==> src/rtl/qlg_pkg.sv <==
// qlg_pkg: shared types, field widths, register indexes and reset values
// for the quality level governor. No dependencies.
package qlg_pkg;

    // Field widths
    localparam int FRAME_W   = 20;
    localparam int ELAPSED_W = 20;
    localparam int TARGET_W  = 20;
    localparam int HYST_W    = 15;
    localparam int TIMER_W   = 24;
    localparam int LEVEL_W   = 3;

    // Port widths
    localparam int IN_TDATA_W  = 40;  // frame_time_us + elapsed_us
    localparam int OUT_TDATA_W = 8;   // 6 bits of result padded to a byte
    localparam int CFG_IDX_W   = 8;
    localparam int CFG_DATA_W  = 24;

    // Counter width default
    localparam int COUNT_WIDTH_DEF = 16;

    // Level range
    localparam logic [LEVEL_W-1:0] LEVEL_BEST   = 3'd0;
    localparam logic [LEVEL_W-1:0] LEVEL_LOWEST = 3'd4;

    // Configuration register indexes
    localparam logic [CFG_IDX_W-1:0] REG_ENABLE = 8'd0;
    localparam logic [CFG_IDX_W-1:0] REG_TARGET = 8'd1;
    localparam logic [CFG_IDX_W-1:0] REG_HYST   = 8'd2;
    localparam logic [CFG_IDX_W-1:0] REG_DELAY  = 8'd3;

    // Configuration reset values
    localparam logic                RST_ENABLE = 1'b1;
    localparam logic [TARGET_W-1:0] RST_TARGET = 20'd8333;
    localparam logic [HYST_W-1:0]   RST_HYST   = 15'd10;
    localparam logic [TIMER_W-1:0]  RST_DELAY  = 24'd1000000;

    localparam logic [TIMER_W-1:0] TIMER_MAX = '1;

    typedef struct packed {
        logic                enable;
        logic [TARGET_W-1:0] target_frame_us;
        logic [HYST_W-1:0]   hysteresis_frames;
        logic [TIMER_W-1:0]  change_delay_us;
    } cfg_t;

    typedef struct packed {
        logic slow;
        logic fast;
    } class_t;

    typedef struct packed {
        logic [LEVEL_W-1:0] quality_level;
        logic               level_changed;
        logic               running_slow;
        logic               running_fast;
    } res_t;

endpackage

==> src/rtl/qlg_classify.sv <==
// qlg_classify: sorts one frame time into slow (> 1.1 x target) or fast
// (< 0.8 x target) with exact constant shift-add products. Uses qlg_pkg.
module qlg_classify (
    input  logic [qlg_pkg::FRAME_W-1:0]  frame_time_us,
    input  logic [qlg_pkg::TARGET_W-1:0] target_frame_us,
    output qlg_pkg::class_t              cls
);
    import qlg_pkg::*;

    localparam int PROD_W = 24;

    logic [PROD_W-1:0] f10;
    logic [PROD_W-1:0] t11;
    logic [PROD_W-1:0] t8;

    // 10*frame, 11*target and 8*target all fit in 24 bits
    assign f10 = {1'b0, frame_time_us, 3'b0} + {3'b0, frame_time_us, 1'b0};
    assign t11 = {1'b0, target_frame_us, 3'b0} + {3'b0, target_frame_us, 1'b0}
               + {4'b0, target_frame_us};
    assign t8  = {1'b0, target_frame_us, 3'b0};

    always_comb begin
        cls.slow = (f10 > t11);
        cls.fast = !cls.slow && (f10 < t8);
    end

endmodule

==> src/rtl/qlg_state.sv <==
// qlg_state: level, run counters and change timer; computes one result per
// processed frame. Uses qlg_pkg.
module qlg_state #(
    parameter int COUNT_WIDTH = qlg_pkg::COUNT_WIDTH_DEF
) (
    input  logic                          aclk,
    input  logic                          aresetn,
    input  logic                          step,
    input  qlg_pkg::cfg_t                 cfg,
    input  qlg_pkg::class_t               cls,
    input  logic [qlg_pkg::ELAPSED_W-1:0] elapsed_us,
    output qlg_pkg::res_t                 res
);
    import qlg_pkg::*;

    localparam int CMP_W = ((COUNT_WIDTH > HYST_W + 1) ? COUNT_WIDTH : HYST_W + 1) + 1;
    localparam logic [COUNT_WIDTH-1:0] COUNT_MAX = '1;

    logic [LEVEL_W-1:0]     level_reg,  level_next;
    logic [COUNT_WIDTH-1:0] slow_reg,   slow_next;
    logic [COUNT_WIDTH-1:0] fast_reg,   fast_next;
    logic [TIMER_W-1:0]     timer_reg,  timer_next;

    logic [TIMER_W:0]       t_sum;
    logic [TIMER_W-1:0]     t_sat;
    logic                   delay_ok;
    logic [COUNT_WIDTH-1:0] slow_up, fast_up, slow_cnt, fast_cnt;
    logic [CMP_W-1:0]       slow_ext, fast_ext, hyst_ext, hyst2_ext;
    logic                   slow_trip, fast_trip;
    logic                   changed;

    // Saturating timer, runs whether enabled or not
    assign t_sum    = {1'b0, timer_reg} + {{(TIMER_W + 1 - ELAPSED_W){1'b0}}, elapsed_us};
    assign t_sat    = t_sum[TIMER_W] ? TIMER_MAX : t_sum[TIMER_W-1:0];
    assign delay_ok = (t_sat >= cfg.change_delay_us);

    // Saturating run counters
    assign slow_up = (slow_reg == COUNT_MAX) ? slow_reg : slow_reg + COUNT_WIDTH'(1);
    assign fast_up = (fast_reg == COUNT_MAX) ? fast_reg : fast_reg + COUNT_WIDTH'(1);
    assign slow_cnt = cls.slow ? slow_up : '0;
    assign fast_cnt = cls.fast ? fast_up : '0;

    // Threshold compares at a common width
    assign slow_ext  = {{(CMP_W - COUNT_WIDTH){1'b0}}, slow_cnt};
    assign fast_ext  = {{(CMP_W - COUNT_WIDTH){1'b0}}, fast_cnt};
    assign hyst_ext  = {{(CMP_W - HYST_W){1'b0}}, cfg.hysteresis_frames};
    assign hyst2_ext = {{(CMP_W - HYST_W - 1){1'b0}}, cfg.hysteresis_frames, 1'b0};
    assign slow_trip = (slow_ext > hyst_ext);
    assign fast_trip = (fast_ext > hyst2_ext);

    // Level decision
    always_comb begin
        level_next = level_reg;
        slow_next  = slow_reg;
        fast_next  = fast_reg;
        timer_next = t_sat;
        changed    = 1'b0;
        if (cfg.enable) begin
            slow_next = slow_cnt;
            fast_next = fast_cnt;
            priority if (slow_trip) begin
                if (level_reg != LEVEL_LOWEST && delay_ok) begin
                    level_next = level_reg + LEVEL_W'(1);
                    timer_next = '0;
                    slow_next  = '0;
                    changed    = 1'b1;
                end
            end else if (fast_trip) begin
                if (level_reg != LEVEL_BEST && delay_ok) begin
                    level_next = level_reg - LEVEL_W'(1);
                    timer_next = '0;
                    fast_next  = '0;
                    changed    = 1'b1;
                end
            end else begin
                // neither run is long enough: level holds
            end
        end
    end

    always_ff @(posedge aclk) begin
        if (!aresetn) begin
            level_reg <= LEVEL_BEST;
            slow_reg  <= '0;
            fast_reg  <= '0;
            timer_reg <= '0;
        end else if (step) begin
            level_reg <= level_next;
            slow_reg  <= slow_next;
            fast_reg  <= fast_next;
            timer_reg <= timer_next;
        end
    end

    always_comb begin
        res.quality_level = level_next;
        res.level_changed = changed;
        res.running_slow  = cfg.enable & cls.slow;
        res.running_fast  = cfg.enable & cls.fast;
    end

endmodule

==> src/rtl/quality_level_governor.sv <==
// Quality level governor: takes one frame-time beat per frame and returns one
// result beat holding the quality level (0 best .. 4 lowest) after that frame.
// A beat passes an input register, combinational compare and counter logic and
// a result register, and a new beat is taken every cycle while m_tready does
// not stall the result; qlg_state updates its state once per beat. Configuration
// writes are taken on every cycle and must only happen while no beat is in
// flight.
// Depends on qlg_pkg, qlg_classify, qlg_state.
module quality_level_governor #(
    parameter int COUNT_WIDTH = qlg_pkg::COUNT_WIDTH_DEF
) (
    input  logic                            aclk,
    input  logic                            aresetn,
    // Frame input: [19:0] frame_time_us, [39:20] elapsed_us
    input  logic                            s_tvalid,
    output logic                            s_tready,
    input  logic [qlg_pkg::IN_TDATA_W-1:0]  s_tdata,
    // Result: [2:0] quality_level, [3] level_changed, [4] running_slow,
    // [5] running_fast, [7:6] zero
    output logic                            m_tvalid,
    input  logic                            m_tready,
    output logic [qlg_pkg::OUT_TDATA_W-1:0] m_tdata,
    // Configuration write channel
    input  logic                            cfg_valid,
    output logic                            cfg_ready,
    input  logic [qlg_pkg::CFG_IDX_W-1:0]   cfg_index,
    input  logic [qlg_pkg::CFG_DATA_W-1:0]  cfg_data
);
    import qlg_pkg::*;

    cfg_t                 cfg_reg;
    logic                 in_vld_reg;
    logic [FRAME_W-1:0]   frame_reg;
    logic [ELAPSED_W-1:0] elapsed_reg;
    logic                 out_vld_reg;
    res_t                 out_reg;
    logic                 adv;
    class_t               cls;
    res_t                 res;

    // Configuration registers
    assign cfg_ready = 1'b1;

    always_ff @(posedge aclk) begin
        if (!aresetn) begin
            cfg_reg.enable            <= RST_ENABLE;
            cfg_reg.target_frame_us   <= RST_TARGET;
            cfg_reg.hysteresis_frames <= RST_HYST;
            cfg_reg.change_delay_us   <= RST_DELAY;
        end else if (cfg_valid) begin
            unique case (cfg_index)
                REG_ENABLE: cfg_reg.enable            <= cfg_data[0];
                REG_TARGET: cfg_reg.target_frame_us   <= cfg_data[TARGET_W-1:0];
                REG_HYST:   cfg_reg.hysteresis_frames <= cfg_data[HYST_W-1:0];
                REG_DELAY:  cfg_reg.change_delay_us   <= cfg_data[TIMER_W-1:0];
                default: ;
            endcase
        end
    end

    // Pipeline flow: input stage moves on when the result slot is free
    assign adv      = in_vld_reg && (!out_vld_reg || m_tready);
    assign s_tready = !in_vld_reg || adv;

    always_ff @(posedge aclk) begin
        if (!aresetn) begin
            in_vld_reg <= 1'b0;
        end else if (s_tready) begin
            in_vld_reg <= s_tvalid;
        end
    end

    always_ff @(posedge aclk) begin
        if (s_tready && s_tvalid) begin
            frame_reg   <= s_tdata[FRAME_W-1:0];
            elapsed_reg <= s_tdata[FRAME_W +: ELAPSED_W];
        end
    end

    qlg_classify u_classify (
        .frame_time_us   (frame_reg),
        .target_frame_us (cfg_reg.target_frame_us),
        .cls             (cls)
    );

    qlg_state #(
        .COUNT_WIDTH (COUNT_WIDTH)
    ) u_state (
        .aclk       (aclk),
        .aresetn    (aresetn),
        .step       (adv),
        .cfg        (cfg_reg),
        .cls        (cls),
        .elapsed_us (elapsed_reg),
        .res        (res)
    );

    // Result register
    always_ff @(posedge aclk) begin
        if (!aresetn) begin
            out_vld_reg <= 1'b0;
        end else if (adv) begin
            out_vld_reg <= 1'b1;
        end else if (m_tready) begin
            out_vld_reg <= 1'b0;
        end
    end

    always_ff @(posedge aclk) begin
        if (adv) begin
            out_reg <= res;
        end
    end

    assign m_tvalid = out_vld_reg;
    assign m_tdata  = {2'b00, out_reg.running_fast, out_reg.running_slow,
                       out_reg.level_changed, out_reg.quality_level};

endmodule

==> config.mk <==
export PLATFORM = sky130hd
export DESIGN_NAME = quality_level_governor
export DESIGN_NICKNAME = d
export VERILOG_FILES = /design/src/rtl/qlg_pkg.sv /design/src/rtl/qlg_classify.sv /design/src/rtl/qlg_state.sv /design/src/rtl/quality_level_governor.sv
export SDC_FILE = /design/constraint.sdc
export NUM_CORES = 1
export LEC_CHECK = 0
export BUFFER_PORTS_ARGS = -buffer_cell sky130_fd_sc_hd__buf_2
export CAP_MARGIN = 15
export CELL_PAD_IN_SITES_DETAIL_PLACEMENT = 0
export CELL_PAD_IN_SITES_GLOBAL_PLACEMENT = 1
export CORE_MARGIN = 4
export CORE_UTILIZATION = 50
export CTS_BUF_LIST = sky130_fd_sc_hd__clkbuf_16
export DETAILED_ROUTE_END_ITERATION = 8
export PLACE_DENSITY = 0.82
export SETUP_SLACK_MARGIN = 0.15
export SLEW_MARGIN = 20
export SYNTH_ARGS = -nofsm -noshare
export SYNTH_HDL_FRONTEND = slang
export SYNTH_SLANG_ARGS = --single-unit
==> constraint.sdc <==
create_clock -name aclk -period 18.3 [get_ports aclk]
set_input_delay 3.66 -clock aclk [delete_from_list [all_inputs] [get_ports aclk]]
set_output_delay 3.66 -clock aclk [all_outputs]
set_load 0.03 [all_outputs]
Word level (Yosys, flattened, before mapping)
Cells that the tools add are included.

Memory bits (writable): 0. Output and inout port bits: 11. Bits of input ports: 77. Bits in read-only memories: 0. Memories kept: 0. Latch bits: 0. Bits in registers: 167.

Div/mod/pow operators: 0. Multiply operators: 0. $add $sub $neg: 8. Magnitude comparators: 5. Bitwise gates (word level): 2. Muxes and demuxes: 26. Shifts and indexed selects: 0. Reductions and logical operators: 18. Equal/unequal tests: 6.

Operators with widths (count): 16-bit two-way mux (9); 24-bit two-way mux (6); 23-bit by 21-bit adder with 24-bit output (2); 16-bit by 1-bit adder with 16-bit output, second input constant (2); 16-bit == test, second input constant (2); 24-bit by 20-bit adder with 25-bit output (1); 24-bit by 20-bit adder with 24-bit output (1); 24-bit greater-or-equal comparator (1); 24-bit greater-than comparator (1); 24-bit by 23-bit < comparator with 1-bit output (1); 8-bit by 2-bit == test with 1-bit output, second input constant (2); 16-bit by 15-bit greater-than comparator with 1-bit output (1); 16-bit greater-than comparator (1); 3-bit two-way mux (5); 2-bit AND reduction (5); 8-bit by 1-bit == test with 1-bit output, second input constant (1); 8-bit logical NOT (1); 1-bit two-way mux (6); 1-bit logical AND (5); 3-bit by 1-bit adder with 3-bit output, second input constant (1); 1-bit logical NOT (3); 3-bit != test, second input constant (1); 3-bit nonzero test (1); 3-bit by 1-bit subtractor with 3-bit output, second input constant (1); other kinds (3) (5).

Longest topological paths before layout
Gate-level depths: netlist of the first run.

Depth in word-level cells: 10. Mapped depth: 37. Gate-level depth less buffers: 34.

By module
A second synthesis of the first run with hierarchy kept.

Cells, all modules: 1444. Area, all modules: 12759.7 um^2.

By module, submodules not included: qlg_state (cells each 745, area each 5679.2 um^2, instances 1); quality_level_governor (cells each 299, area each 3898.7 um^2, instances 1); qlg_classify (cells each 400, area each 3181.8 um^2, instances 1).

Least setup slack after synthesis of the first run
Ideal clock, no wire load.

Kind: input port to output port. Start point: input port m_tready. End point: output port s_tready. Buffers on the path: 0. Path slack: 10.577 ns. Stages on the path: 2. Arrival time: 4.063 ns. Data required time: 14.640 ns. Cell sequence: nor2b_1 nand2_1.

Word-level cells in the longest chain between the ends: 3.

RTL lines: from (decl) (line quality_level_governor.sv:21) `input logic m_tready,`; 1-bit logical OR (line quality_level_governor.sv:62) `assign adv = in_vld_reg && (!out_vld_reg || m_tready);`; 1-bit logical AND (line quality_level_governor.sv:62); 1-bit logical OR (line quality_level_governor.sv:63) `assign s_tready = !in_vld_reg || adv;`; to (decl) (line quality_level_governor.sv:16) `output logic s_tready,`.

Every way passes these cells.

Final worst setup path of the first run
Start point: register cfg_reg[42] (netlist name). End point: register u_state.timer_reg[23].

Word-level cells in the longest chain between the ends: 10.

RTL lines: 23-bit by 21-bit adder with 24-bit output (line qlg_classify.sv:18) `assign t11 = {1'b0, target_frame_us, 3'b0} + {3'b0, target_frame_us, 1'b0}`; 24-bit by 20-bit adder with 24-bit output (line qlg_classify.sv:19) `+ {4'b0, target_frame_us};`; 24-bit greater-than comparator (line qlg_classify.sv:23) `cls.slow = (f10 > t11);`; 1-bit logical NOT (line qlg_classify.sv:24) `cls.fast = !cls.slow && (f10 < t8);`; 1-bit logical AND (line qlg_classify.sv:24); 16-bit two-way mux (line qlg_state.sv:41) `assign fast_cnt = cls.fast ? fast_up : '0;`; 16-bit greater-than comparator (line qlg_state.sv:49) `assign fast_trip = (fast_ext > hyst2_ext);`; 24-bit two-way mux (line qlg_state.sv:68) `end else if (fast_trip) begin`; 24-bit two-way mux * (line qlg_state.sv:61) `priority if (slow_trip) begin`; 24-bit two-way mux * (line qlg_state.sv:58) `if (cfg.enable) begin`; to (signal assigned) (line qlg_state.sv:91) `timer_reg <= timer_next;`; to (decl) (line qlg_state.sv:22) `logic [TIMER_W-1:0] timer_reg, timer_next;`.

Mark *: on every way between the ends. The rest lies on a longest branch, timed or not. A chain may end at the register's enable or synchronous reset.

==> results of run 1 <==
## cell type report
| type | instances | area [µm²] |
|---|---|---|
| Clock buffer | 17 | 425.4 |
| Clock inverter | 15 | 160.2 |
| Fill cell | 2264 | 10310 |
| Inverter | 88 | 330.3 |
| Multi-Input combinational cell | 1104 | 7804 |
| Sequential cell | 167 | 3804 |
| Tap cell | 319 | 399.1 |
| Timing Repair Buffer | 88 | 450.4 |
## placed cells by master, fill, tap and decap left out, drive strengths merged, types with 21 or more instances in the layout
master,n
a22o,22
xnor2,39
a21oi,126
xor2,32
ha,161
nand2,185
o211ai,21
dfxtp,121
nand3,56
nor2,108
nor3,27
o21ai,54
edfxtp,46
buf,88
inv,92
## through the flow
stage | power, W | hold slack (ns) | util (%) | cell area (µm²) | std cells
6_report | 0.0009440 | 0.4585 | 56.47 | 13370 | 1798
5_1_grt | 0.0009930 | 0.4795 | 56.47 | 13370 | 1798
4_1_cts | 0.0009516 | 0.4603 | 56.46 | 13370 | 1798
3_5_place_dp | 0.0005893 | 0.4501 | 53.98 | 12780 | 1766
3_3_place_gp | 0.0005847 | 0.4393 | 53.98 | 12780 | 1766
2_1_floorplan | 0.0005370 | 0.4292 | - | 12140 | 1404
## power by group
group	leakage (nW)	internal [W]	switching, W
Sequential	1.43	0.000391	0.00000682
Clock	0.276	0.000182	0.000180
Combinational	3.94	0.0000718	0.000112
## path summary, 6_finish.rpt
check                                                     endpoint  slack, ns                      from
worst max-delay path            u_state.timer_reg[23]$_SDFFE_PN0P_       9.17  cfg_reg[42]$_SDFFE_PN1P_
worst max register to register  u_state.timer_reg[23]$_SDFFE_PN0P_       9.17  cfg_reg[42]$_SDFFE_PN1P_
worst min register to register            cfg_reg[15]$_SDFFE_PN0P_       0.46  cfg_reg[15]$_SDFFE_PN0P_
worst min-delay path                      cfg_reg[15]$_SDFFE_PN0P_       0.46  cfg_reg[15]$_SDFFE_PN0P_
## metal layers
metal / global-route usage [%] / wire, µm / up-vias
met3: 3.011 / 1148 / 20
met4: 4.689 / 262 / 0
met1: 33.38 / 15040 / 4713
met2: 37.41 / 13920 / 188
li1: - / - / 5130
met5: 0 / 0 / -
## worst max-delay path: cells and delay by family (launching register included)
kind	cells	cell delay [ns]
XOR/XNOR	1	0.14
flip-flops	1	0.41
AO/OA/AOI/OAI	16	4.19
buffers and inverters	1	0.13
adder cells (fa/ha/maj)	4	1.64
AND/OR/NAND/NOR	9	2.57
## kinds of logic after synthesis
family	count (synthesis)	share of synthesized area (%)
AOI/OAI and AO/OA	341	18.43
xor gates and xnor gates	71	5.124
adders and majority gates	181	19.90
buffers and inverters	133	4.413
DFF	167	31.34
muxes	19	1.608
other	2	0.06189
and+or+nand+nor	489	19.12
==> impl_metrics.tcl, run 1 <==
set metrics [dict create \
    htreeDepth 4 \
    ys_dominant_reg_cell "dfxtp_1" \
    min_period_ns 9.127 \
    cts_made_buffers 17 \
    start_util_pct 51.24 \
    ys_seq_elements 167 \
    syn2layout_area_growth_pct 10.20 \
    die_area_um2 26830 \
    cp_data_required_time_ns 18.68 \
    drv_cap 0 \
    max_slew_margin_pct 22.88 \
    cts_setup_buffers 0 \
    synth_edf_count 46 \
    cts.path.max_buffers 2 \
    first_pass_iters 5 \
    setup-tns-final_ns 0 \
    setup_viol 0 \
    clock_latency_ns 0.45 \
    die-width_um 163.8 \
    yosys_warnings 0 \
    worst_pin_slew_ns 1.153 \
    core_area_um2 23680 \
    startpoint_type "register" \
    synth_cell_type_count 83 \
    post-route-period-util_pct 49.88 \
    synth_seq_area_share_pct 31.34 \
    drv_slew 0 \
    synth.largest_area_cell "dfxtp_1" \
    crit_top_cell "a21oi_1" \
    synth_top_area_share_pct 19.96 \
    pre_cts_ws_ns 9.276 \
    holdBufCountCts 0 \
    status "complete, no violations" \
    p_leak_nw 5.644 \
    worstPathArrival_ns 9.51 \
    cts_tree "built" \
    fin_ws_ns 9.173 \
    drt-initial-drc-count 649 \
    max_freq_mhz 109.6 \
    synthTopCellsByArea "dfxtp_1 20%, ha_1 17%, edfxtp_1 11%, nand2_1 5.7%, a21oi_1 5.1%" \
    grt_max_degree 81 \
    overflow 0 \
    grt_usage_pct 23.13 \
    drcViolationCount 0 \
    min_path_cells 2 \
    grt_pass1_wl_mm 49.78 \
    end_kind "register" \
    root_buffer "clkbuf_16" \
    grt_pass1_vias 9699 \
    die_h_um 163.8 \
    async_flop_share_pct 0 \
    synthCells 1403 \
    critPathMaxStageDelay_ns 0.75 \
    synthTopCellsByCount "184 x nand2_1, 161 x ha_1, 124 x a21oi_1, 121 x dfxtp_1, 107 x nor2_1" \
    antenna_found_initial 1 \
    via_per_inst 5.590 \
    cts.clk_slew.worst_paths_ns 0.07 \
    netlist_area_um2 12140 \
    grt_setup_unrepaired "false" \
    cts_sinks 167 \
    critPathMaxFanout 24 \
    hpwl_mm 23.47 \
    antenna_cells 0 \
    cts_resized 0 \
    io_pins 88 \
    skew_ns 0.02102 \
    layout.nets 1724 \
    largest_reg_flops 60 \
    finalHoldViolCount 0 \
    antenna_left 0 \
    vias 10050 \
    rows 56 \
    wirelength_mm 30.37 \
    worstHoldPathType "reg2reg" \
    yosysMostFrequentCell "nand2_1" \
    place.gp.congestion 0.8627 \
    io_buffers 84 \
    peakVddDrop_uv 48.03 \
    p_per_area_nw_per_um2 70.59 \
    drive_gt1_share_pct 10.41 \
    avgSynthCellArea_um2 8.650 \
    avgRoutedWirePerCell_um 16.89 \
    r2r_cells 31 \
    timing_worst_setup_path_type "reg2reg" \
    cpMaxStageDelayCell "a21oi_2" \
]
(Power assumes the default switching activity.)
==> run 2, diff against run 1 <==
- CORE_UTILIZATION: 50 -> 43
- PLACE_DENSITY: 0.82 -> 0.75
- clock period: 18.3 -> 8.14 ns (I/O delays scaled with it)
==> impl_metrics.tcl, run 2 (synthesized netlist as in run 1, its figures left out) <==
set metrics [dict create \
    antenna_found_initial 0 \
    power_w 0.002188 \
    io_buffers 84 \
    vias 10240 \
    r2r_cells 35 \
    crit_top_cell "buf_4" \
    start_util_pct 43.68 \
    cts_tree "built" \
    die_h_um 176.0 \
    rows 61 \
    layout.nets 1740 \
    max_freq_mhz 133.2 \
    final_core_util_pct 49.22 \
    p_per_area_nw_per_um2 160.0 \
    post-route-period-util_pct 92.24 \
    drt-initial-drc-count 614 \
    hpwl_mm 24.15 \
    drcViolationCount 0 \
    die-width_um 176.0 \
    avgRoutedWirePerCell_um 16.71 \
    grt_pass1_wl_mm 50.54 \
    status "complete, no violations" \
    end_kind "register" \
    rrSetupSlack_ns 0.63 \
    drv_slew 0 \
    min_path_cells 2 \
    critPathMaxStageDelay_ns 0.49 \
    timing_worst_setup_path_type "reg2reg" \
    finalHoldViolCount 0 \
    cts.clk_slew.worst_paths_ns 0.08 \
    clock_latency_ns 0.44 \
    grt_usage_pct 20.28 \
    place.gp.congestion 0.8643 \
    worst_pin_slew_ns 0.9667 \
    hold_end "cfg_reg[20]$_SDFFE_PN0P_" \
    final_cell_mix "183 x nand2_1, 161 x ha_1, 124 x a21oi_1" \
    final_common_cell "nand2_1" \
    antenna_left 0 \
    rr_endpoint "u_state.timer_reg[5]$_SDFFE_PN0P_" \
    peakVddDrop_uv 140.6 \
    startpoint_type "register" \
    worstPathArrival_ns 7.89 \
    min_period_ns 7.509 \
    cts.path.max_buffers 2 \
    p_leak_nw 5.773 \
    antenna_cells 0 \
    first_pass_iters 5 \
    grt_setup_unrepaired "false" \
    cpMaxStageDelayCell "fa_1" \
    htreeDepth 4 \
    fin_ws_ns 0.6314 \
    grt_max_degree 81 \
    grt_pass1_vias 9673 \
    drv_cap 0 \
    largest_reg_flops 60 \
    setup-tns-final_ns 0 \
    wirelength_mm 31.30 \
    syn2layout_area_growth_pct 12.68 \
    hp-start "cfg_reg[20]$_SDFFE_PN0P_" \
    cts_made_buffers 17 \
    critPathMaxFanout 10 \
    skew_ns 0.01281 \
    r2r-start "cfg_reg[42]$_SDFFE_PN1P_" \
    max_slew_margin_pct 35.36 \
    overflow 0 \
    cp_data_required_time_ns 8.52 \
    cts_sinks 167 \
    via_per_inst 5.469 \
    placed_area_um2 12960 \
    die_area_um2 30970 \
    pre_cts_ws_ns 0.02198 \
    drive_gt1_share_pct 12.31 \
    io_pins 88 \
    worstHoldPathType "reg2reg" \
    design_area_um2 13670 \
    setup_viol 0 \
    root_buffer "clkbuf_16" \
    core_area_um2 27780 \
]
==> run 2: critical path, delay by kind of cell (launching register included) <==
kind	cells	cell delay, ns
fa+ha+maj	4	1.58
buf+inv	4	0.63
compound gates	15	2.89
xor+xnor	1	0.13
flops	1	0.37
simple gates	11	1.82
==> run 2: area by class of cell <==
| type | instances | area [µm²] |
|---|---|---|
| sequential | 167 | 3807 |
| fill | 2749 | 14110 |
| clock buffer | 17 | 425.4 |
| tap | 378 | 473.0 |
| timing repair buffer | 103 | 563.0 |
| multi-input combinational | 1105 | 7888 |
| inverter | 88 | 330.3 |
| clock inverter | 15 | 187.7 |
==> run 2: what timing repair did <==
| item | CTS | global route |
|---|---|---|
| resized for setup | 2 | 17 |
| gates cloned | 0 | 1 |
| hold buffers | 0 | 0 |
| pin swaps | 0 | 3 |
| hold endpoints to repair | 0 | 0 |
| setup endpoints to repair | 22 | 59 |
| buffers inserted | 0 | 1 |
==> run 2: where the power goes <==
group	leakage, nW	total, W	internal, W	switching [W]
registers	1.42	0.000894	0.000879	0.0000153
clock network	0.302	0.000873	0.000491	0.000382
logic	4.05	0.000421	0.000167	0.000254
==> run 2: how the worst max path moves through the flow <==
stage / depth (start not counted) / start / to
after floorplan: 32 / cfg_reg[39]$_SDFFE_PN1P_ / m_tdata[1]$_DFFE_PP_
after global placement: 34 / cfg_reg[41]$_SDFFE_PN1P_ / u_state.timer_reg[23]$_SDFFE_PN0P_
after detailed placement: 34 / cfg_reg[42]$_SDFFE_PN1P_ / u_state.timer_reg[23]$_SDFFE_PN0P_
after CTS: 35 / cfg_reg[42]$_SDFFE_PN1P_ / m_tdata[1]$_DFFE_PP_
after global routing: 36 / cfg_reg[42]$_SDFFE_PN1P_ / u_state.fast_reg[2]$_SDFFE_PN0P_
final: 35 / cfg_reg[42]$_SDFFE_PN1P_ / u_state.timer_reg[5]$_SDFFE_PN0P_
==> run 2: metal layers <==
metal  vias up  routed length, µm  GRT usage, %
met5         -                  0             0
met4         0                485         5.296
met3        32               1214         3.276
met2       190              14430         32.24
met1      4840              15170         28.86
li1       5181                  -             -
==> run 2: metrics by stage <==
| step | cells | hold WS, ns |
|---|---|---|
| after floorplan | 1404 | 0.4292 |
| after global placement | 1839 | 0.4438 |
| after detailed placement | 1839 | 0.4491 |
| after CTS | 1871 | 0.4607 |
| after global routing | 1873 | 0.4850 |
| final | 1873 | 0.4575 |
